--- src/rtl/core/fde_pkg.sv ---
// Shared types, constants and helpers for the directory entry scanner.
package fde_pkg;

    localparam int unsigned C_NAME_LEN = 11;
    localparam int unsigned C_BASE_LEN = 8;
    localparam int unsigned C_EXT_LEN  = 3;

    localparam logic [7:0]  C_END_MARK     = 8'h00;
    localparam logic [7:0]  C_DELETED_MARK = 8'hE5;
    localparam logic [7:0]  C_ATTR_LFN     = 8'h0F;
    localparam int unsigned C_ATTR_VOL_BIT = 3;
    localparam int unsigned C_ATTR_DIR_BIT = 4;
    localparam logic [7:0]  C_SPACE        = 8'h20;
    localparam logic [7:0]  C_DOT          = 8'h2E;
    localparam logic [7:0]  C_UPPER_A      = 8'h41;
    localparam logic [7:0]  C_UPPER_Z      = 8'h5A;
    localparam logic [7:0]  C_CASE_OFFSET  = 8'h20;
    localparam logic [4:0]  C_POS_LAST     = 5'd31;

    localparam logic [15:0] C_LIMIT_RESET     = 16'hFFFF;
    localparam logic [31:0] C_MAX_RECORDS_DEF = 32'd65535;

    typedef struct packed {
        logic [7:0] data_byte;
        logic       begin_req;
    } t_in;

    typedef struct packed {
        logic [7:0]  name_char;
        logic        char_valid;
        logic        last_char;
        logic [31:0] start_cluster;
        logic [31:0] byte_length;
        logic        is_folder;
        logic [15:0] record_index;
    } t_out;

    // Snapshot of one finished entry handed to the name serializer
    typedef struct packed {
        logic [C_NAME_LEN-1:0][7:0] name;
        logic                       is_folder;
        logic [31:0]                start_cluster;
        logic [31:0]                byte_length;
        logic [15:0]                record_index;
    } t_entry;

    function automatic logic [7:0] lower_ascii(input logic [7:0] c);
        logic [7:0] r;
        r = c;
        if (c >= C_UPPER_A && c <= C_UPPER_Z) begin
            r = c + C_CASE_OFFSET;
        end
        return r;
    endfunction

endpackage

--- src/rtl/core/fde_collect.sv ---
// Byte capture: position counter, entry fields, record count and end-of-entry decision.
module fde_collect #(
    parameter logic [31:0] P_MAX_RECORDS = fde_pkg::C_MAX_RECORDS_DEF
) (
    input  logic                i_clk,
    input  logic                i_rst_n,
    input  logic                i_accept,
    input  fde_pkg::t_in        i_in,
    input  logic                i_cfg_we,
    input  logic [15:0]         i_cfg_data,
    output logic                o_at_last,
    output logic                o_load,
    output fde_pkg::t_entry     o_entry
);
    import fde_pkg::*;

    logic [4:0]                  r_pos, n_pos;
    logic [C_NAME_LEN-1:0][7:0]  r_name, n_name;
    logic [7:0]                  r_attr, n_attr;
    logic [15:0]                 r_clu_hi, n_clu_hi;
    logic [15:0]                 r_clu_lo, n_clu_lo;
    logic [31:0]                 r_size, n_size;
    logic [15:0]                 r_found, n_found;
    logic                        r_stopped, n_stopped;
    logic [15:0]                 r_limit;

    logic [4:0]  eff_pos;
    logic [15:0] eff_found;
    logic        eff_stopped;
    logic        limit_hit;
    logic        load;

    // Resolve a begin beat before the byte is taken
    always_comb begin
        eff_pos     = i_in.begin_req ? 5'd0  : r_pos;
        eff_found   = i_in.begin_req ? 16'd0 : r_found;
        eff_stopped = i_in.begin_req ? 1'b0  : r_stopped;
        limit_hit   = (eff_found >= r_limit) || ({16'd0, eff_found} >= P_MAX_RECORDS);
    end

    // Store the byte, advance the position, decide at the entry's last byte
    always_comb begin
        n_pos     = r_pos;
        n_name    = r_name;
        n_attr    = r_attr;
        n_clu_hi  = r_clu_hi;
        n_clu_lo  = r_clu_lo;
        n_size    = r_size;
        n_found   = r_found;
        n_stopped = r_stopped;
        load      = 1'b0;
        if (i_accept) begin
            n_pos     = eff_pos;
            n_found   = eff_found;
            n_stopped = eff_stopped;
            if (!eff_stopped) begin
                case (eff_pos) inside
                    [5'd0:5'd10]:  n_name[eff_pos[3:0]] = i_in.data_byte;
                    5'd11:         n_attr = i_in.data_byte;
                    5'd20:         n_clu_hi[7:0]  = i_in.data_byte;
                    5'd21:         n_clu_hi[15:8] = i_in.data_byte;
                    5'd26:         n_clu_lo[7:0]  = i_in.data_byte;
                    5'd27:         n_clu_lo[15:8] = i_in.data_byte;
                    [5'd28:5'd31]: n_size[eff_pos[1:0]*8 +: 8] = i_in.data_byte;
                    default:       ;
                endcase
                n_pos = eff_pos + 5'd1;
                if (eff_pos == C_POS_LAST && !limit_hit) begin
                    if (r_name[0] == C_END_MARK) begin
                        n_stopped = 1'b1;
                    end else if (r_name[0] != C_DELETED_MARK && r_attr != C_ATTR_LFN &&
                                 !r_attr[C_ATTR_VOL_BIT]) begin
                        load    = 1'b1;
                        n_found = eff_found + 16'd1;
                    end
                end
            end
        end
    end

    // Hold control state under reset
    always_ff @(posedge i_clk) begin
        if (!i_rst_n) begin
            r_pos     <= '0;
            r_found   <= '0;
            r_stopped <= 1'b0;
            r_limit   <= C_LIMIT_RESET;
        end else begin
            r_pos     <= n_pos;
            r_found   <= n_found;
            r_stopped <= n_stopped;
            if (i_cfg_we) begin
                r_limit <= i_cfg_data;
            end
        end
    end

    // Entry fields carry no reset
    always_ff @(posedge i_clk) begin
        r_name   <= n_name;
        r_attr   <= n_attr;
        r_clu_hi <= n_clu_hi;
        r_clu_lo <= n_clu_lo;
        r_size   <= n_size;
    end

    assign o_at_last = (r_pos == C_POS_LAST);
    assign o_load    = load;
    always_comb begin
        o_entry.name          = r_name;
        o_entry.is_folder     = r_attr[C_ATTR_DIR_BIT];
        o_entry.start_cluster = {r_clu_hi, r_clu_lo};
        o_entry.byte_length   = n_size;
        o_entry.record_index  = eff_found;
    end

    a_load_at_entry_end: assert property (@(posedge i_clk) disable iff (!i_rst_n)
        load |-> (r_pos == C_POS_LAST) && !i_in.begin_req)
        else $error("record emitted away from the entry's last byte");

    a_count_step: assert property (@(posedge i_clk) disable iff (!i_rst_n)
        load |=> r_found == $past(eff_found) + 16'd1)
        else $error("record count did not advance on an emitted record");

    a_stop_holds_pos: assert property (@(posedge i_clk) disable iff (!i_rst_n)
        (r_stopped && !i_in.begin_req) |=> r_pos == $past(r_pos))
        else $error("byte position moved while the scan was stopped");

endmodule

--- src/rtl/core/fde_emit.sv ---
// Name serializer: trims and lower-cases the 8.3 name and sends one character per beat.
module fde_emit (
    input  logic             i_clk,
    input  logic             i_rst_n,
    input  logic             i_load,
    input  fde_pkg::t_entry  i_entry,
    output logic             o_busy,
    output logic             o_out_valid,
    input  logic             i_out_ready,
    output fde_pkg::t_out    o_out_data
);
    import fde_pkg::*;

    logic           r_busy, n_busy;
    logic [3:0]     r_k, n_k;
    t_entry         r_ent;
    logic           r_oval, n_oval;
    t_out           r_out, n_out;

    logic [3:0] base_end;
    logic [3:0] ext_end;
    logic [3:0] total;
    logic [3:0] last_k;
    logic [3:0] ext_idx;
    logic       step;

    // Find the trimmed base and extension lengths
    always_comb begin
        base_end = '0;
        ext_end  = '0;
        for (int i = 0; i < C_BASE_LEN; i++) begin
            if (r_ent.name[i] != C_SPACE) begin
                base_end = 4'(i + 1);
            end
        end
        for (int j = 0; j < C_EXT_LEN; j++) begin
            if (r_ent.name[C_BASE_LEN + j] != C_SPACE) begin
                ext_end = 4'(j + 1);
            end
        end
        total   = base_end + ((ext_end != 4'd0) ? (ext_end + 4'd1) : 4'd0);
        last_k  = (total == 4'd0) ? 4'd0 : (total - 4'd1);
        ext_idx = r_k - base_end + 4'd7;
    end

    // Advance one character whenever the output register is free
    always_comb begin
        step   = r_busy && (!r_oval || i_out_ready);
        n_busy = r_busy;
        n_k    = r_k;
        n_oval = r_oval && !i_out_ready;
        n_out  = r_out;
        if (i_load) begin
            n_busy = 1'b1;
            n_k    = 4'd0;
        end else if (step) begin
            n_oval              = 1'b1;
            n_out.char_valid    = (total != 4'd0);
            n_out.last_char     = (r_k == last_k);
            n_out.start_cluster = r_ent.start_cluster;
            n_out.byte_length   = r_ent.byte_length;
            n_out.is_folder     = r_ent.is_folder;
            n_out.record_index  = r_ent.record_index;
            if (total == 4'd0) begin
                n_out.name_char = 8'h00;
            end else if (r_k < base_end) begin
                n_out.name_char = lower_ascii(r_ent.name[r_k]);
            end else if (r_k == base_end) begin
                n_out.name_char = C_DOT;
            end else begin
                n_out.name_char = lower_ascii(r_ent.name[ext_idx]);
            end
            if (r_k == last_k) begin
                n_busy = 1'b0;
            end else begin
                n_k = r_k + 4'd1;
            end
        end
    end

    always_ff @(posedge i_clk) begin
        if (!i_rst_n) begin
            r_busy <= 1'b0;
            r_k    <= '0;
            r_oval <= 1'b0;
        end else begin
            r_busy <= n_busy;
            r_k    <= n_k;
            r_oval <= n_oval;
        end
    end

    // Payload registers
    always_ff @(posedge i_clk) begin
        r_out <= n_out;
        if (i_load) begin
            r_ent <= i_entry;
        end
    end

    assign o_busy      = r_busy;
    assign o_out_valid = r_oval;
    assign o_out_data  = r_out;

    a_no_overlap: assert property (@(posedge i_clk) disable iff (!i_rst_n)
        i_load |-> !r_busy)
        else $error("new record loaded over one still being sent");

    a_index_range: assert property (@(posedge i_clk) disable iff (!i_rst_n)
        r_busy |-> r_k <= last_k)
        else $error("character index ran past the name length");

    a_last_marked: assert property (@(posedge i_clk) disable iff (!i_rst_n)
        (step && r_k == last_k) |=> r_oval && r_out.last_char)
        else $error("final character of a record not marked last");

endmodule

--- src/rtl/core/fat_directory_entry_scanner.sv ---
// Top level of the FAT directory entry scanner: byte capture feeding a name serializer.
//
//  channel | valid / ready            | payload
//  --------+--------------------------+--------------------------
//  in      | i_in_valid / o_in_ready  | i_in_data  (t_in, one directory byte)
//  out     | o_out_valid / i_out_ready| o_out_data (t_out, one name character)
//  cfg     | i_cfg_valid / o_cfg_ready| i_cfg_data (entry_limit)
//
// One input byte per cycle while o_in_ready is high. A record's name leaves as 1 to 12
// beats, one per cycle while ready; the first beat is registered after the entry loads.
// The last byte of an entry waits while the previous record's name is still being sent.
// Reset is synchronous; entry_limit returns to 65535, count and stop state clear.
// A stalled output holds its beat while input bytes keep flowing into the next entry.
module fat_directory_entry_scanner #(
    parameter logic [31:0] P_MAX_RECORDS = fde_pkg::C_MAX_RECORDS_DEF
) (
    input  logic           i_clk,
    input  logic           i_rst_n,
    input  logic           i_in_valid,
    output logic           o_in_ready,
    input  fde_pkg::t_in   i_in_data,
    output logic           o_out_valid,
    input  logic           i_out_ready,
    output fde_pkg::t_out  o_out_data,
    input  logic           i_cfg_valid,
    output logic           o_cfg_ready,
    input  logic [15:0]    i_cfg_data
);
    import fde_pkg::*;

    logic   at_last;
    logic   busy;
    logic   load;
    logic   in_accept;
    t_entry entry;

    // Hold the entry's last byte while a name is still in flight
    assign o_in_ready  = !(at_last && busy);
    assign in_accept   = i_in_valid && o_in_ready;
    assign o_cfg_ready = 1'b1;

    fde_collect #(
        .P_MAX_RECORDS (P_MAX_RECORDS)
    ) u_collect (
        .i_clk      (i_clk),
        .i_rst_n    (i_rst_n),
        .i_accept   (in_accept),
        .i_in       (i_in_data),
        .i_cfg_we   (i_cfg_valid),
        .i_cfg_data (i_cfg_data),
        .o_at_last  (at_last),
        .o_load     (load),
        .o_entry    (entry)
    );

    fde_emit u_emit (
        .i_clk       (i_clk),
        .i_rst_n     (i_rst_n),
        .i_load      (load),
        .i_entry     (entry),
        .o_busy      (busy),
        .o_out_valid (o_out_valid),
        .i_out_ready (i_out_ready),
        .o_out_data  (o_out_data)
    );

endmodule

--- config.mk ---
export PLATFORM = sky130hd
export DESIGN_NAME = fat_directory_entry_scanner
export DESIGN_NICKNAME = d
export VERILOG_FILES = /design/src/rtl/core/fde_pkg.sv /design/src/rtl/core/fde_collect.sv /design/src/rtl/core/fde_emit.sv /design/src/rtl/core/fat_directory_entry_scanner.sv
export SDC_FILE = /design/constraint.sdc
export NUM_CORES = 1
export LEC_CHECK = 0
export BUFFER_PORTS_ARGS = -buffer_cell sky130_fd_sc_hd__buf_2
export CORE_ASPECT_RATIO = 1.1
export CORE_MARGIN = 10
export CORE_UTILIZATION = 55
export DETAILED_ROUTE_END_ITERATION = 10
export PLACE_DENSITY = 0.74
export SLEW_MARGIN = 10
export SYNTH_ARGS = -nofsm -noshare
export SYNTH_HDL_FRONTEND = slang
export SYNTH_HIERARCHICAL = 1
export SYNTH_SLANG_ARGS = --single-unit
--- constraint.sdc ---
create_clock -name i_clk -period 39.9 [get_ports i_clk]
set_input_delay 3.99 -clock i_clk [delete_from_list [all_inputs] [get_ports i_clk]]
set_output_delay 3.99 -clock i_clk [all_outputs]
set_load 0.01 [all_outputs]
==> impl_metrics.env <==
export IMPL_status="completed"
export IMPL_ys_async_sr_fraction_pct=0
export IMPL_startpoint="i_in_data[0]"
export IMPL_die_y_um=210
export IMPL_initial_core_util_pct=55.8
export IMPL_crit_path_max_fanout=57
export IMPL_max_clock_path_buffers=3
export IMPL_root_buffer="clkbuf_16"
export IMPL_regArea_mm2=0.0130
export IMPL_timing_rr_start="u_emit/r_ent[113]"
export IMPL_worstHoldPathType="flop to flop"
export IMPL_synth_nets=1232
export IMPL_synthCells=1163
export IMPL_cpLargestDelayFamily="simple AND/OR/NAND/NOR gates"
export IMPL_fin_worst_skew_ps=15.3
export IMPL_path_class="input port to flop"
export IMPL_drc=0
export IMPL_nNetsFinal=1364
export IMPL_synth_cell_types=85
export IMPL_overflow=0
export IMPL_min_from="u_emit/r_ent[52]"
export IMPL_cts_buffers=44
export IMPL_nFillCells=2349
export IMPL_ys_seq_elements=458
export IMPL_maxSlewViolCount=0
export IMPL_portBuffers=122
export IMPL_initialDrtViolationCount=922
export IMPL_mostFrequentLayoutCells="edfxtp_1, buf_2, nand2_1"
export IMPL_critPathSlowestCell="nor2_4"
export IMPL_cts_hold_buf=0
export IMPL_setup_violations=0
export IMPL_coreArea_mm2=0.0324
export IMPL_worstPathCellList="buf_2, nand2b_1, inv_1, ha_1, and3_1, ha_1, nand3b_1, a221oi_2, o221ai_2, buf_4, nor2_4, nand2b_1, nor2_4, buf_4"
export IMPL_yosysSeqAreaShare_pct=71.9
export IMPL_worstSetupEndpointType="flop"
export IMPL_power_density_mw_per_mm2=46.0
export IMPL_final_antenna_net_count=0
export IMPL_synth_area_mm2=0.0181
export IMPL_postCtsResizedCells=0
export IMPL_critPathLaunchType="input port"
export IMPL_synth_edf_count=382
export IMPL_p_leak_nw=6.87
export IMPL_boundaryPins=124
export IMPL_viasPerCell=5.85
export IMPL_track_usage_pct=19.0
export IMPL_fmax_ghz=0.127
export IMPL_period_needed_ps=7880
export IMPL_grt_max_degree=174
export IMPL_gp_congestion=0.891
export IMPL_multiInputGateArea_mm2=0.00467
export IMPL_synth_warnings=6
export IMPL_hpwlAfterDp_um=25200
export IMPL_final_util_pct=63.3
export IMPL_required_ps=40070
export IMPL_n_antenna_cell=0
export IMPL_row_count=69
export IMPL_grt_pass1_vias=10400
export IMPL_critPathBufInv=4
export IMPL_area_growth_synth_to_final_pct=13.4
export IMPL_irDropWorstVdd_mv=0.0405
export IMPL_instances_no_fill=1757
export IMPL_arrival_ps=8050
export IMPL_dieArea_mm2=0.0405
export IMPL_cts_tree="yes"
export IMPL_htreeDepth=2
export IMPL_finalWirelength_um=38900
export IMPL_worst_pin_slew_ps=1040
export IMPL_maxCapViolCount=0
export IMPL_grt_setup_unrepaired="false"
export IMPL_hold_viol_final=0
export IMPL_dr_pass1_iters=5
export IMPL_clkSlewWorstSetupHoldPaths_ps=70
export IMPL_die_w_um=193
export IMPL_vias=10300
export IMPL_final_common_cell="edfxtp_1"
export IMPL_placedCellCount=1675
export IMPL_drive_gt1_share_pct=19.7
export IMPL_slowest_delay_ps=770
export IMPL_tns_ps=0
export IMPL_ys_flop_type="edfxtp_1"
export IMPL_fin_crit_sh_pct=19.8
export IMPL_cts_sinks=458
export IMPL_wire_per_inst_um=22.1
export IMPL_syn_avg_cell_area_um2=15.5
export IMPL_worstSkewPairLatency_ps=550
export IMPL_grt_pass1_wl_um=59800
export IMPL_antenna_found_initial=1
export IMPL_max_slew_margin_pct=30.8
export IMPL_post_cts_repair_setup_buffers=0
## report_power, final
group          total (mW)  internal (mW)  switching, mW
combinational      0.0146        0.00376         0.0108
sequential          0.516          0.515       0.000846
clock               0.411          0.236          0.175
total               0.941          0.755          0.187
## logic make-up after synthesis
family / Yosys count / synth area share [%]
AO/OA/AOI/OAI: 160 / 6.39
XOR/XNOR: 7 / 0.381
other: 1 / 0.0208
AND/OR/NAND/NOR: 333 / 10.1
multiplexers: 80 / 6.11
flip-flops: 458 / 71.9
buffers and inverters: 85 / 2.30
adder cells (fa/ha/maj): 39 / 2.83
## synth_stat cells, drive strengths merged (5+ instances only)
master  number  area, um2
nand3       32        160
o211ai      19        143
o22ai        7       43.8
a22oi       10       75.1
nor4        14        109
nor4b        6       58.8
a21boi       5       41.3
nand2      107        402
mux2i       45        450
nor2b       25        156
or3          7       46.3
and4b        6       60.1
nor3b        7       57.6
a21oi       29        149
o21ai       27        135
and2        14       87.6
nand4       15        109
inv         38        143
buf         26        193
a22o        25        219
mux2        12        135
clkbuf      20       76.3
nor3        20        146
and3         7       45.1
edfxtp     382      11500
dfxtp       76       1520
nand2b      19        126
mux4        23        518
ha          36        450
nor2        43        161
## per-stage QoR
| stage | setup WS (ps) | hold WS, ps | power, mW | area [um2] |
|---|---|---|---|---|
| 2_1_floorplan | 24650 | 400 | 0.533 | 18100 |
| 3_3_place_gp | 31580 | 401 | 0.540 | 19000 |
| 3_5_place_dp | 31440 | 405 | 0.541 | 19000 |
| 4_1_cts | 31970 | 408 | 0.948 | 20500 |
| 5_1_grt | 31710 | 416 | 0.968 | 20500 |
| 6_report | 32020 | 409 | 0.941 | 20500 |
## flip-flops by register name (all words and copies together) (netlist names), 16 cells and up
signal              count
u_collect/r_limit      16
u_collect/r_size       32
u_collect/o_entry      88
u_collect/r_clu_hi     16
u_collect/r_found      16
u_collect/r_clu_lo     16
u_emit/r_ent          169
u_emit/o_out_data      91
## worst register-to-register path, cell delays in order, from the launching register on
cell and delay [ps]:
edfxtp_1 420, nor4_1 600, nand4_1 250, a31oi_1 230, o21ai_0 190, ha_1 390, ha_1 160, inv_1 50
fa_1 400, xor2_1 550, and2_1 320, a32oi_1 150, nand2b_1 220, a211o_1 310, nand4b_1 140, nor2_1 70
o311a_1 320
## worst paths after layout
kind	slack, ps	cells past startpoint	endpoint
worst max-delay path	32020	14	u_emit/o_out_data[87]
worst min-delay path	410	0	u_emit/o_out_data[53]
worst max register to register	34890	16	u_emit/o_out_data[88]
worst min register to register	410	0	u_emit/o_out_data[53]
## area by class of cell
class,count,area share [%]
Clock buffer,64,6.19
Clock inverter,18,0.849
Inverter,39,0.715
Multi-Input combinational cell,620,22.8
Sequential cell,458,63.4
Tap cell,426,2.60
Timing Repair Buffer,132,3.41
## metal layers
layer	global-route usage [%]	wire, um
met2	33.0	20300
met3	2.99	2090
met1	23.3	15400
met5	0	0
met4	6.98	1130
Power figures use the tool's default switching activity.
